File: src/rtl/cle_pkg.sv
// Shared types, codes and sizes of the console line editor.
// Used by cle_ctrl, cle_dp and console_line_editor_core; no dependencies.
package cle_pkg;

  // Storage depth of one line and the widths derived from it.
  localparam int LINE_CAPACITY = 32;
  localparam int ADDR_W = (LINE_CAPACITY > 1) ? $clog2(LINE_CAPACITY) : 1;
  localparam int CNT_W = $clog2(LINE_CAPACITY + 1);

  // Field and register widths.
  localparam int CHAR_W = 7;
  localparam int BYTE_W = 8;
  localparam int STATUS_W = 3;
  localparam int LEN_W = 6;
  localparam int KIND_W = 2;
  localparam int LIMIT_W = 6;
  localparam int TIMEOUT_W = 24;
  localparam int TICK_W = 25;
  localparam int CFG_IDX_W = 1;
  localparam int CFG_DATA_W = 24;
  localparam int OUT_DATA_W = 16;

  // Register indexes of the configuration port.
  localparam logic [CFG_IDX_W-1:0] CFG_LINE_LIMIT = 1'd0;
  localparam logic [CFG_IDX_W-1:0] CFG_TIMEOUT = 1'd1;

  localparam logic [LIMIT_W-1:0] LIMIT_RESET = 6'd32;
  localparam logic [TICK_W-1:0] TICK_MAX = {TICK_W{1'b1}};

  // Control characters.
  localparam logic [CHAR_W-1:0] CH_BS = 7'h08;
  localparam logic [CHAR_W-1:0] CH_NL = 7'h0A;
  localparam logic [CHAR_W-1:0] CH_CR = 7'h0D;
  localparam logic [CHAR_W-1:0] CH_NAK = 7'h15;
  localparam logic [CHAR_W-1:0] CH_DEL = 7'h7F;

  // Kind of a result item.
  typedef enum logic [KIND_W-1:0] {
    KIND_ECHO = 2'd0,
    KIND_LINE = 2'd1,
    KIND_END  = 2'd2
  } out_kind_t;

  // Line end status.
  typedef enum logic [STATUS_W-1:0] {
    ST_NONE     = 3'd0,
    ST_COMPLETE = 3'd1,
    ST_CANCEL   = 3'd2,
    ST_TOO_LONG = 3'd3,
    ST_TIMEOUT  = 3'd4
  } line_status_t;

  // Commands from the controller to the datapath.
  typedef struct packed {
    logic         latch_in;
    logic         tick_inc;
    logic         clear_armed;
    logic         fill_dec;
    logic         store_char;
    logic         rd_start;
    logic         rd_next;
    logic         load_echo;
    logic         load_line;
    logic         load_end;
    logic         end_line;
    line_status_t end_status;
  } cle_cmd_t;

  // Status from the datapath to the controller.
  typedef struct packed {
    logic is_tick;
    logic is_bs;
    logic is_nl;
    logic is_cancel;
    logic armed;
    logic timeout_off;
    logic expired;
    logic full;
    logic fill_zero;
    logic rd_last;
    logic slot_free;
  } cle_stat_t;

endpackage

File: src/rtl/console_line_editor_core.sv
// Console line editor, top level: wires the controller and the datapath.
// Flow: an accepted character item is latched, evaluated, and its echo loaded into the output
// register once the slot is free; a tick goes through evaluation and a tick check, and an
// expired timeout then loads its status. One item at a time; a line end reads the stored
// characters through the single read port of the line memory, one result per free slot.
// Reset: synchronous, active-low rst_n empties the line, arms the timeout, and restores
// line_limit 32 and timeout_ticks 0. The line memory is not cleared.
module console_line_editor_core (
  input  logic                           clk,
  input  logic                           rst_n,
  // Configuration write port.
  input  logic                           cfg_we,
  input  logic [cle_pkg::CFG_IDX_W-1:0]  cfg_index,
  input  logic [cle_pkg::CFG_DATA_W-1:0] cfg_wdata,
  // Input stream.
  input  logic                           in_tvalid,
  output logic                           in_tready,
  input  logic [7:0]                     in_tdata,   // [7:0] char_code
  input  logic                           in_tuser,   // [0] kind
  // Result stream.
  output logic                           out_tvalid,
  input  logic                           out_tready,
  output logic [cle_pkg::OUT_DATA_W-1:0] out_tdata,  // [6:0] out_char, [9:7] status,
                                                     // [15:10] line_length
  output logic [cle_pkg::KIND_W-1:0]     out_tuser,  // [1:0] out_kind
  output logic                           out_tlast   // last
);
  import cle_pkg::*;

  cle_cmd_t            cmd;
  cle_stat_t           stat;
  logic [CHAR_W-1:0]   out_char;
  logic [STATUS_W-1:0] out_status;
  logic [LEN_W-1:0]    out_len;

  // Sequencer.
  cle_ctrl u_ctrl (
    .clk      (clk),
    .rst_n    (rst_n),
    .in_valid (in_tvalid),
    .in_ready (in_tready),
    .stat     (stat),
    .cmd      (cmd)
  );

  // Storage, counters and the output register.
  cle_dp u_dp (
    .clk        (clk),
    .rst_n      (rst_n),
    .cfg_we     (cfg_we),
    .cfg_index  (cfg_index),
    .cfg_wdata  (cfg_wdata),
    .in_char    (in_tdata),
    .in_kind    (in_tuser),
    .cmd        (cmd),
    .stat       (stat),
    .out_valid  (out_tvalid),
    .out_ready  (out_tready),
    .out_kind   (out_tuser),
    .out_char   (out_char),
    .out_status (out_status),
    .out_len    (out_len),
    .out_last   (out_tlast)
  );

  // Pack the result fields, first field in the lowest bits.
  assign out_tdata = {out_len, out_status, out_char};

endmodule

File: src/rtl/cle_dp.sv
// Datapath of the console line editor: configuration registers, item latch,
// line memory, fill and tick counters, and the output register.
// Depends on cle_pkg; driven by cle_ctrl.
module cle_dp (
  input  logic                         clk,
  input  logic                         rst_n,
  input  logic                         cfg_we,
  input  logic [cle_pkg::CFG_IDX_W-1:0]  cfg_index,
  input  logic [cle_pkg::CFG_DATA_W-1:0] cfg_wdata,
  input  logic [cle_pkg::BYTE_W-1:0]   in_char,
  input  logic                         in_kind,
  input  cle_pkg::cle_cmd_t            cmd,
  output cle_pkg::cle_stat_t           stat,
  output logic                         out_valid,
  input  logic                         out_ready,
  output logic [cle_pkg::KIND_W-1:0]   out_kind,
  output logic [cle_pkg::CHAR_W-1:0]   out_char,
  output logic [cle_pkg::STATUS_W-1:0] out_status,
  output logic [cle_pkg::LEN_W-1:0]    out_len,
  output logic                         out_last
);
  import cle_pkg::*;

  logic [LIMIT_W-1:0]   limit_r;
  logic [TIMEOUT_W-1:0] timeout_r;
  logic                 kind_r;
  logic [CHAR_W-1:0]    char_r;
  logic [CHAR_W-1:0]    char_map;
  logic [CNT_W-1:0]     fill_r;
  logic [TICK_W-1:0]    tick_r;
  logic                 armed_r;
  logic [CNT_W-1:0]     rd_cnt_r;
  logic [CNT_W-1:0]     rd_cnt_inc;
  logic [ADDR_W-1:0]    rd_addr;
  logic [CHAR_W-1:0]    rd_data_r;
  logic [CHAR_W-1:0]    line_mem [LINE_CAPACITY];
  logic [LIMIT_W-1:0]   eff_limit;
  logic                 full;
  logic                 is_bs;
  logic                 is_nl;
  logic                 is_cancel;
  logic                 slot_free;
  logic                 out_valid_r;
  logic [KIND_W-1:0]    out_kind_r;
  logic [CHAR_W-1:0]    out_char_r;
  logic [STATUS_W-1:0]  out_status_r;
  logic [LEN_W-1:0]     out_len_r;
  logic                 out_last_r;

  // Configuration registers; to be written only while the block is idle, which the block does not enforce.
  always_ff @(posedge clk) begin
    if (!rst_n) begin
      limit_r   <= LIMIT_RESET;
      timeout_r <= '0;
    end else if (cfg_we) begin
      unique case (cfg_index)
        CFG_LINE_LIMIT: limit_r   <= cfg_wdata[LIMIT_W-1:0];
        CFG_TIMEOUT:    timeout_r <= cfg_wdata[TIMEOUT_W-1:0];
        default:        ;
      endcase
    end
  end

  // Mask to seven bits, fold carriage return and delete.
  always_comb begin
    char_map = in_char[CHAR_W-1:0];
    if (char_map == CH_CR) begin
      char_map = CH_NL;
    end
    if (char_map == CH_DEL) begin
      char_map = CH_BS;
    end
  end

  // Accepted item.
  always_ff @(posedge clk) begin
    if (cmd.latch_in) begin
      kind_r <= in_kind;
      char_r <= char_map;
    end
  end

  // Limit zero acts as one; a limit above the capacity acts as the capacity.
  always_comb begin
    eff_limit = limit_r;
    if (limit_r == '0) begin
      eff_limit = LIMIT_W'(1);
    end else if (limit_r > LIMIT_W'(LINE_CAPACITY)) begin
      eff_limit = LIMIT_W'(LINE_CAPACITY);
    end
  end

  assign full      = LIMIT_W'(fill_r) >= eff_limit;
  assign is_bs     = char_r == CH_BS;
  assign is_nl     = char_r == CH_NL;
  assign is_cancel = char_r == CH_NAK;
  assign slot_free = !out_valid_r || out_ready;

  // Fill count, tick count and timeout arming.
  always_ff @(posedge clk) begin
    if (!rst_n) begin
      fill_r  <= '0;
      tick_r  <= '0;
      armed_r <= 1'b1;
    end else begin
      if (cmd.end_line) begin
        fill_r  <= '0;
        tick_r  <= '0;
        armed_r <= 1'b1;
      end else begin
        if (cmd.clear_armed) begin
          armed_r <= 1'b0;
        end
        if (cmd.fill_dec && fill_r != '0) begin
          fill_r <= fill_r - 1'b1;
        end else if (cmd.store_char) begin
          fill_r <= fill_r + 1'b1;
        end
        if (cmd.tick_inc && tick_r != TICK_MAX) begin
          tick_r <= tick_r + 1'b1;
        end
      end
    end
  end

  // Line memory: one write port at the fill position, one registered read port.
  assign rd_cnt_inc = rd_cnt_r + 1'b1;
  assign rd_addr    = cmd.rd_start ? '0 : rd_cnt_inc[ADDR_W-1:0];

  always_ff @(posedge clk) begin
    if (cmd.store_char) begin
      line_mem[fill_r[ADDR_W-1:0]] <= char_r;
    end
    if (cmd.rd_start || cmd.rd_next) begin
      rd_data_r <= line_mem[rd_addr];
    end
  end

  // Readout position; rd_data_r always holds the entry at rd_cnt_r.
  always_ff @(posedge clk) begin
    if (!rst_n) begin
      rd_cnt_r <= '0;
    end else if (cmd.rd_start) begin
      rd_cnt_r <= '0;
    end else if (cmd.rd_next) begin
      rd_cnt_r <= rd_cnt_inc;
    end
  end

  // Output register.
  always_ff @(posedge clk) begin
    if (!rst_n) begin
      out_valid_r <= 1'b0;
    end else if (cmd.load_echo || cmd.load_line || cmd.load_end) begin
      out_valid_r <= 1'b1;
    end else if (out_ready) begin
      out_valid_r <= 1'b0;
    end
  end

  always_ff @(posedge clk) begin
    if (cmd.load_echo) begin
      out_kind_r   <= KIND_ECHO;
      out_char_r   <= is_cancel ? CH_NL : char_r;
      out_status_r <= ST_NONE;
      out_len_r    <= '0;
      out_last_r   <= is_bs || (!is_nl && !is_cancel && !full);
    end else if (cmd.load_line) begin
      out_kind_r   <= KIND_LINE;
      out_char_r   <= rd_data_r;
      out_status_r <= ST_NONE;
      out_len_r    <= '0;
      out_last_r   <= 1'b0;
    end else if (cmd.load_end) begin
      out_kind_r   <= KIND_END;
      out_char_r   <= '0;
      out_status_r <= cmd.end_status;
      out_len_r    <= (cmd.end_status == ST_COMPLETE) ? LEN_W'(fill_r) : '0;
      out_last_r   <= 1'b1;
    end
  end

  assign out_valid  = out_valid_r;
  assign out_kind   = out_kind_r;
  assign out_char   = out_char_r;
  assign out_status = out_status_r;
  assign out_len    = out_len_r;
  assign out_last   = out_last_r;

  // Status toward the controller.
  always_comb begin
    stat.is_tick     = kind_r;
    stat.is_bs       = is_bs;
    stat.is_nl       = is_nl;
    stat.is_cancel   = is_cancel;
    stat.armed       = armed_r;
    stat.timeout_off = timeout_r == '0;
    stat.expired     = tick_r > TICK_W'(timeout_r);
    stat.full        = full;
    stat.fill_zero   = fill_r == '0;
    stat.rd_last     = rd_cnt_inc == fill_r;
    stat.slot_free   = slot_free;
  end

`ifndef SYNTHESIS
  // A new result never overwrites one that has not been taken.
  assert property (@(posedge clk) disable iff (!rst_n)
    (cmd.load_echo || cmd.load_line || cmd.load_end) |-> slot_free)
    else $error("output register loaded while occupied");

  // Characters are stored only below the effective limit.
  assert property (@(posedge clk) disable iff (!rst_n)
    cmd.store_char |-> (LIMIT_W'(fill_r) < eff_limit))
    else $error("character stored into a full line");

  // A line end leaves an empty, armed line.
  assert property (@(posedge clk) disable iff (!rst_n)
    cmd.end_line |=> (fill_r == '0 && tick_r == '0 && armed_r))
    else $error("line end did not reset the line state");

  // The fill count stays within the line memory.
  assert property (@(posedge clk) disable iff (!rst_n)
    fill_r <= CNT_W'(LINE_CAPACITY))
    else $error("fill count beyond capacity");
`endif

endmodule

File: src/rtl/cle_ctrl.sv
// Controller of the console line editor: sequences one item at a time and
// drives the datapath through command and status structs.
// Depends on cle_pkg.
module cle_ctrl (
  input  logic               clk,
  input  logic               rst_n,
  input  logic               in_valid,
  output logic               in_ready,
  input  cle_pkg::cle_stat_t stat,
  output cle_pkg::cle_cmd_t  cmd
);
  import cle_pkg::*;

  typedef enum logic [2:0] {
    S_IDLE,
    S_EVAL,
    S_TICK_CHK,
    S_ECHO,
    S_LINE,
    S_END
  } state_t;

  state_t       state_r;
  state_t       state_nxt;
  line_status_t end_st_r;
  line_status_t end_st_nxt;

  assign in_ready = state_r == S_IDLE;

  // Next state and commands.
  always_comb begin
    state_nxt      = state_r;
    end_st_nxt     = end_st_r;
    cmd            = '0;
    cmd.end_status = end_st_r;
    unique case (state_r)
      S_IDLE: begin
        if (in_valid) begin
          cmd.latch_in = 1'b1;
          state_nxt    = S_EVAL;
        end
      end
      S_EVAL: begin
        if (!stat.is_tick) begin
          state_nxt = S_ECHO;
        end else if (!stat.armed || stat.timeout_off) begin
          state_nxt = S_IDLE;
        end else begin
          cmd.tick_inc = 1'b1;
          state_nxt    = S_TICK_CHK;
        end
      end
      S_TICK_CHK: begin
        if (stat.expired) begin
          end_st_nxt = ST_TIMEOUT;
          state_nxt  = S_END;
        end else begin
          state_nxt = S_IDLE;
        end
      end
      S_ECHO: begin
        if (stat.slot_free) begin
          cmd.load_echo   = 1'b1;
          cmd.clear_armed = 1'b1;
          if (stat.is_bs) begin
            cmd.fill_dec = 1'b1;
            state_nxt    = S_IDLE;
          end else if (stat.is_nl) begin
            end_st_nxt = ST_COMPLETE;
            if (stat.fill_zero) begin
              state_nxt = S_END;
            end else begin
              cmd.rd_start = 1'b1;
              state_nxt    = S_LINE;
            end
          end else if (stat.is_cancel) begin
            end_st_nxt = ST_CANCEL;
            state_nxt  = S_END;
          end else if (stat.full) begin
            end_st_nxt = ST_TOO_LONG;
            state_nxt  = S_END;
          end else begin
            cmd.store_char = 1'b1;
            state_nxt      = S_IDLE;
          end
        end
      end
      S_LINE: begin
        // One stored character per free output slot; the next read is issued
        // in the same cycle.
        if (stat.slot_free) begin
          cmd.load_line = 1'b1;
          cmd.rd_next   = 1'b1;
          if (stat.rd_last) begin
            state_nxt = S_END;
          end
        end
      end
      S_END: begin
        if (stat.slot_free) begin
          cmd.load_end = 1'b1;
          cmd.end_line = 1'b1;
          state_nxt    = S_IDLE;
        end
      end
      default: state_nxt = S_IDLE;
    endcase
  end

  // State and the pending line end status.
  always_ff @(posedge clk) begin
    if (!rst_n) begin
      state_r  <= S_IDLE;
      end_st_r <= ST_NONE;
    end else begin
      state_r  <= state_nxt;
      end_st_r <= end_st_nxt;
    end
  end

`ifndef SYNTHESIS
  // At most one result is loaded per cycle.
  assert property (@(posedge clk) disable iff (!rst_n)
    $onehot0({cmd.load_echo, cmd.load_line, cmd.load_end}))
    else $error("several result loads in one cycle");

  // An item is taken only while no earlier item is at work, and an accepted item moves on to evaluation.
  assert property (@(posedge clk) disable iff (!rst_n)
    cmd.latch_in |=> (state_r == S_EVAL))
    else $error("accepted item not evaluated");

  // Every line end status item carries a real status.
  assert property (@(posedge clk) disable iff (!rst_n)
    cmd.load_end |-> (end_st_r != ST_NONE))
    else $error("line end without status");
`endif

endmodule
File: config.mk
export PLATFORM = sky130hd
export DESIGN_NAME = console_line_editor_core
export DESIGN_NICKNAME = d
export VERILOG_FILES = /design/src/rtl/cle_pkg.sv /design/src/rtl/console_line_editor_core.sv /design/src/rtl/cle_dp.sv /design/src/rtl/cle_ctrl.sv
export SDC_FILE = /design/constraint.sdc
export NUM_CORES = 1
export LEC_CHECK = 0
export BUFFER_PORTS_ARGS = -buffer_cell sky130_fd_sc_hd__buf_4
export CAP_MARGIN = 10
export CORE_MARGIN = 2
export CORE_UTILIZATION = 30
export DETAILED_ROUTE_END_ITERATION = 8
export PLACE_DENSITY = 0.44
export SLEW_MARGIN = 20
export SYNTH_ARGS = -nofsm -noshare
export SYNTH_HDL_FRONTEND = slang
export SYNTH_SLANG_ARGS = --single-unit
File: constraint.sdc
create_clock -name clk -period 3.9 [get_ports clk]
set_input_delay 0.78 -clock clk [delete_from_list [all_inputs] [get_ports clk]]
set_output_delay 0.78 -clock clk [all_outputs]
set_load 0.01 [all_outputs]
## Word level (Yosys, flattened, before mapping)

Memories as Yosys holds them, arrays and structs flattened. A register that Yosys moved wholly into a read port is not among the register bits.
Cells that the tools add are included.

- Add/sub/neg operators: 4
- $lt $le $gt $ge: 3
- Eq/ne operators: 21
- Mux-type cells: 60
- Bitwise operators: 2
- Reductions and logical operators: 32

Operators by type and width:

| operator | count |
|---|---|
| 3-bit two-way mux | 16 |
| 7-bit two-way mux | 5 |
| 6-bit two-way mux | 5 |
| 25-bit by 1-bit adder with 25-bit output, second input constant | 1 |
| 25-bit by 24-bit greater-than comparator with 1-bit output | 1 |
| 25-bit != test, second input constant | 1 |
| 24-bit logical NOT | 1 |
| 1-bit two-way mux | 24 |
| 7-bit by 4-bit equality test with 1-bit output, second input constant | 3 |
| 3-bit one-hot mux with 6 select lines | 1 |
| 6-bit by 1-bit adder with 6-bit output, second input constant | 2 |
| 6-bit logical NOT | 2 |
| 2-bit two-way mux | 5 |
| 5-bit AND reduction | 2 |
| 4-bit two-way mux | 2 |
| 2-bit != test, second input constant | 4 |
| 2-bit nonzero test | 4 |
| 7-bit by 5-bit equality test with 1-bit output, second input constant | 1 |
| 7-bit equality test, second input constant | 1 |
| 3-bit by 1-bit equality test with 1-bit output, second input constant | 2 |
| 3-bit by 2-bit equality test with 1-bit output, second input constant | 2 |
| 3-bit equality test, second input constant | 2 |
| 6-bit equality test | 1 |
| 6-bit >= comparator | 1 |
| other kinds (15) | 33 |

- Bits in registers: 102
- RAM bits: 224
- Input bits: 39
- Output and inout bits: 21
- Word-level logic and storage cells: 140
- Memories: 1

Memory list:

| memory | depth | width | rd ports | clocked after memory_dff | wr ports | line | text |
|---|---|---|---|---|---|---|---|
| u_dp.line_mem | 32 | 7 | 1 | 1 | 1 | cle_dp.sv:36 | `logic [CHAR_W-1:0] line_mem [LINE_CAPACITY];` |

## Logic depth before layout (Yosys ltp)

- Depth in word-level cells: 12
- Gate-level depth with buffers: 13

## Cells and area by module

From an unflattened synthesis, not the netlist that was laid out.

- Cells, all modules: 1209
- Area, all modules: 14850.5 µm²

Modules (own cells, without submodules):

| module | times used | cells an instance | area each (µm²) | sequential area each (µm²) |
|---|---|---|---|---|
| cle_dp | 1 | 1142 | 14355.0 | 9018.6 |
| cle_ctrl | 1 | 67 | 495.5 | 120.1 |

## Worst setup path before layout

No wires, ideal clock.

- Path type: flip-flop to flip-flop
- Start: reg u_dp.limit_r[1]
- End: mem u_dp.line_mem[8][0], enable pin
- Setup time: 360 ps
- Arrival time: 2803 ps
- Required time: 3540 ps
- Setup slack: 737 ps
- Cell stages (with the launch flop): 12
- Buffers on the path: 0
- Cell sequence: dfxtp_1 > nor4_1 > nor2_1 > nor2_1 > ha_1 > nand2b_1 > a21o_1 > a211o_1 > a21oi_2 > nand2_1 > or4b_1 > nor2_1

- Cells in the longest elaborated chain, start to end: 12

RTL lines:

| what | line | text |
|---|---|---|
| start: declaration | cle_dp.sv:24 | `logic [LIMIT_W-1:0] limit_r;` |
| start signal: assignment | cle_dp.sv:57 | `CFG_LINE_LIMIT: limit_r <= cfg_wdata[LIMIT_W-1:0];` |
| 6-bit greater-than comparator | cle_dp.sv:88 | `end else if (limit_r > LIMIT_W'(LINE_CAPACITY)) begin` |
| 6-bit two-way mux | cle_dp.sv:88 |  |
| 6-bit two-way mux * | cle_dp.sv:86 | `if (limit_r == '0) begin` |
| 6-bit >= comparator * | cle_dp.sv:93 | `assign full = LIMIT_W'(fill_r) >= eff_limit;` |
| 1-bit two-way mux * | cle_ctrl.sv:79 | `end else if (stat.full) begin` |
| 1-bit two-way mux * | cle_ctrl.sv:76 | `end else if (stat.is_cancel) begin` |
| 1-bit two-way mux * | cle_ctrl.sv:68 | `end else if (stat.is_nl) begin` |
| 2-bit two-way mux * | cle_ctrl.sv:65 | `if (stat.is_bs) begin` |
| 4-bit two-way mux * | cle_ctrl.sv:62 | `if (stat.slot_free) begin` |
| 4-bit two-way mux * | cle_ctrl.sv:36 | `unique case (state_r)` |
| 1-bit two-way mux * | cle_dp.sv:131 | `if (cmd.store_char) begin` |
| 1-bit two-way mux (not written as such) * | cle_dp.sv:132 | `line_mem[fill_r[ADDR_W-1:0]] <= char_r;` |
| end: declaration | cle_dp.sv:36 |  |

Mark *: on every way between the ends. The rest lies on a longest branch, timed or not.

## Worst setup path in the final report

- Start: reg u_dp.fill_r[0]
- End: mem u_dp.line_mem[10][2], enable pin

- Cells in the longest elaborated chain, start to end: 9

RTL lines:

| what | line | text |
|---|---|---|
| start: declaration | cle_dp.sv:29 | `logic [CNT_W-1:0] fill_r;` |
| start signal: assignment | cle_dp.sv:115 | `fill_r <= fill_r - 1'b1;` |
| start signal: assignment | cle_dp.sv:117 | `fill_r <= fill_r + 1'b1;` |
| 6-bit >= comparator | cle_dp.sv:93 |  |
| 1-bit two-way mux | cle_ctrl.sv:79 |  |
| 1-bit two-way mux | cle_ctrl.sv:76 |  |
| 1-bit two-way mux | cle_ctrl.sv:68 |  |
| 2-bit two-way mux | cle_ctrl.sv:65 |  |
| 4-bit two-way mux | cle_ctrl.sv:62 |  |
| 4-bit two-way mux | cle_ctrl.sv:36 |  |
| 1-bit two-way mux | cle_dp.sv:131 |  |
| 1-bit two-way mux (not written as such) | cle_dp.sv:132 |  |

Parallel ways exist; a longest one is shown, timed or not.

==> results.toml <==
[worst_setup_path]
crit_buf_inv = 2
max_stage_delay_ns = 0.67
crit_slowest_cell = "or4b_1"
regToRegStartpoint = "u_dp.fill_r[0]$_SDFFE_PP0P_"
crit_cells = 10
crit_fanout = 7
reg2regPathDepth = 10
crit_chain = "inv_1, ha_1, nand2b_1, a21o_1, a211o_1, a21oi_2, nand2_1, or4b_1, nor2_1, buf_4"
critical_path_class = "reg2reg"
crit_family = "simple AND/OR/NAND/NOR gates"
r2r-end = "u_dp.line_mem[10][2]$_DFFE_PP_"
rrSetupSlack_ns = 0.55
cp.required_ns = 4.18
crit_path_start = "u_dp.fill_r[0]$_SDFFE_PP0P_"
crit_end = "u_dp.line_mem[10][2]$_DFFE_PP_"
cp_data_arrival_time_ns = 3.62
startpoint_type = "flop"
setup.worst_path.end_class = "flop"

[global_route]
top_usage_layer = "met2"
antenna_found_initial = 0
met1_usage = 0.2139
grt.total_usage = 0.1617
grt_pass1_wl_mm = 61.55
grt_pass1_vias = 9800
met3_usage = 0.02695
grt.met2_usage = 0.2721
grt_overflow = 0
grt_max_degree = 55

[logic_synthesis]
yosysTopAreaCell = "edfxtp_1"
synth_top_cell_area_share = 0.4997
netlist_area_mm2 = 0.01484
yosysMostFrequentCell = "edfxtp_1"
ys_ff_latch = 333
yosys_warnings = 0
syn_area_per_cell_um2 = 12.30
synthDistinctLibCells = 74
ys.flop_type = "edfxtp_1"
netlist_top_cells_count = "247 x edfxtp_1, 132 x nand2_1, 108 x nor2_1"
seq_area_frac_synth = 0.6157
synth_area_leaders = "edfxtp_1 50%, dfxtp_1 12%, mux4_2 4.1%, nand2_1 3.3%, ha_1 3.0%"
syn-num-nets = 1283
synth-async-reset-ratio = 0
synth_cells = 1207
synth_edf_count = 247

[layout]
fillers = 4875
syn_to_final_growth_pct = 18.01
multi_input_area_mm2 = 0.005271
fin_cells = 2005
diodes = 0
nets = 1387
drive_above_1_share = 0.1745
ff_latch_area_mm2 = 0.009143

[die]
num_io_pins = 60
fp.dieH_um = 226.4
dieArea_mm2 = 0.05127
start_util = 0.3039
die_x_um = 226.4
core_area_mm2 = 0.04885
rows = 81

[sta]
slew_headroom = 0.3071
fin_tns_setup_ns = 0
slew_violations = 0
fmax_mhz = 298.6
hold_viol = 0
setup_slack_ns = 0.5513
worst_pin_slew_ns = 1.039
layout_min_cycle_time_ns = 3.349
whs_ns = 0.4024
rsz0062_at_grt = "no"
skew_ns = 0.03066
fin_crit_sh = 0.8586
setup_viol = 0

[place]
dp_cells = 1935
io_buffers = 58
dpl.hpwl_mm = 27.71
gp_congestion = 0.7700
dp_slack_ns = 0.3618

[routing]
drtPass1Iterations = 5
wire_per_inst_um = 20.38
via_per_inst = 4.874
drtIter0Drc = 589
wirelength_mm = 40.87
drc = 0
dr_total_vias = 9772
antenna_left = 0

[run_status]
status = "finished clean"

[clocking]
cts_tree = "built"
numCtsBuffers = 38
clk_path_buf_depth = 3
path_clk_slew_ns = 0.06
cts_resized = 0
cts_max_level = 2
cts-root-buf = "clkbuf_16"
clk_latency_ns = 0.57
cts_setup_buffers = 0
clock_sinks = 333
ctsHoldBuffers = 0

[hold_path]
hp-start = "in_tuser"
hp-class = "in2reg"

[power_and_ir_drop]
power_density_mw_per_mm2 = 437.9
leakagePower_nw = 5.943
peakVddDrop_uv = 243.2

[flow_run]
max_cap_viol_count = 0
[kinds of logic after synthesis]
kind of cell | after synthesis | share of synthesized area
flops | 333 | 0.6157
xor+xnor | 43 | 0.02537
buf+inv | 103 | 0.02967
mux | 61 | 0.06474
fa+ha+maj | 37 | 0.03170
compound gates | 218 | 0.09964
simple gates | 412 | 0.1332
[registers in the layout (all words and copies together), names as in the netlist]
| register | cells |
|---|---|
| u_dp.armed_r | 1 |
| u_dp.char_r | 7 |
| u_dp.fill_r | 6 |
| u_dp.out_status | 3 |
| u_dp.out_last | 1 |
| u_dp.out_valid | 1 |
| u_dp.limit_r | 6 |
| u_dp.rd_data_r | 7 |
| u_dp.tick_r | 25 |
| u_dp.line_mem | 224 |
| u_dp.out_len | 6 |
| u_ctrl.end_st_r | 3 |
| u_dp.out_kind | 2 |
| u_dp.kind_r | 1 |
| u_dp.rd_cnt_r | 6 |
| u_ctrl.state_r | 3 |
| u_dp.timeout_r | 24 |
| u_dp.out_char | 7 |
[metal layers]
layer	vias up	wire, um
met2	175	19590
met3	54	1566
met1	4832	18870
li1	4711	-
met4	0	838
met5	-	0
[cells in the final DEF (no fill, tap or decap), drive strengths merged, types with 7 or more instances in the layout]
| cell type | synthesis | final |
|---|---|---|
| edfxtp | 247 | 247 |
| nand2 | 134 | 134 |
| buf | 24 | 125 |
| nor2 | 108 | 108 |
| dfxtp | 86 | 86 |
| a21oi | 68 | 68 |
| clkbuf | 37 | 53 |
| inv | 41 | 41 |
| nand3 | 39 | 39 |
| o21ai | 37 | 37 |
| ha | 36 | 36 |
| nand4 | 27 | 27 |
| mux4 | 27 | 27 |
| xor2 | 26 | 26 |
| mux2i | 24 | 24 |
| a21boi | 24 | 24 |
| nor3 | 21 | 21 |
| nor2b | 17 | 17 |
| xnor2 | 17 | 17 |
| clkinv | 1 | 17 |
| nor4 | 15 | 15 |
| o221ai | 14 | 14 |
| nand2b | 12 | 12 |
| o21a | 10 | 10 |
| mux2 | 10 | 10 |
| and2 | 9 | 9 |
| o211ai | 9 | 9 |
| a211oi | 9 | 9 |
| and3 | 7 | 7 |
[metrics by stage]
stage	instance area, um2	utilization	total power, mW
floorplan	14840	-	4.198
global placement	16350	0.3348	4.402
detailed placement	16350	0.3348	4.407
CTS	17520	0.3586	7.776
global route	17520	0.3586	7.943
finish	17520	0.3586	7.671
[layout make-up]
cell class              instances  area share
flip-flops and latches        333      0.5219
multi-input cells             771      0.3009
clock buffers                  53     0.05921
repair buffers                125     0.05429
well taps                     664     0.04743
inverters                      42    0.009000
clock inverters                17    0.007214
[worst min-delay path by stage]
stage	end	slack, ns	cells after the start
after floorplan	u_ctrl.end_st_r[2]$_SDFFE_PN0P_	0.44	2
after global placement	u_dp.out_len[1]$_SDFFE_PP0P_	0.44	2
after detailed placement	u_dp.out_len[2]$_SDFFE_PP0P_	0.45	2
after CTS	u_dp.kind_r$_DFFE_PP_	0.37	1
after global routing	u_dp.kind_r$_DFFE_PP_	0.38	1
final	u_dp.kind_r$_DFFE_PP_	0.40	1
[power by group]
group          internal [mW]  switching, mW  total, mW
logic                  0.143          0.271      0.414
registers               3.87         0.0350       3.91
clock network           1.88           1.47       3.35
total                   5.89           1.78       7.67
(Power assumes the default switching activity.)
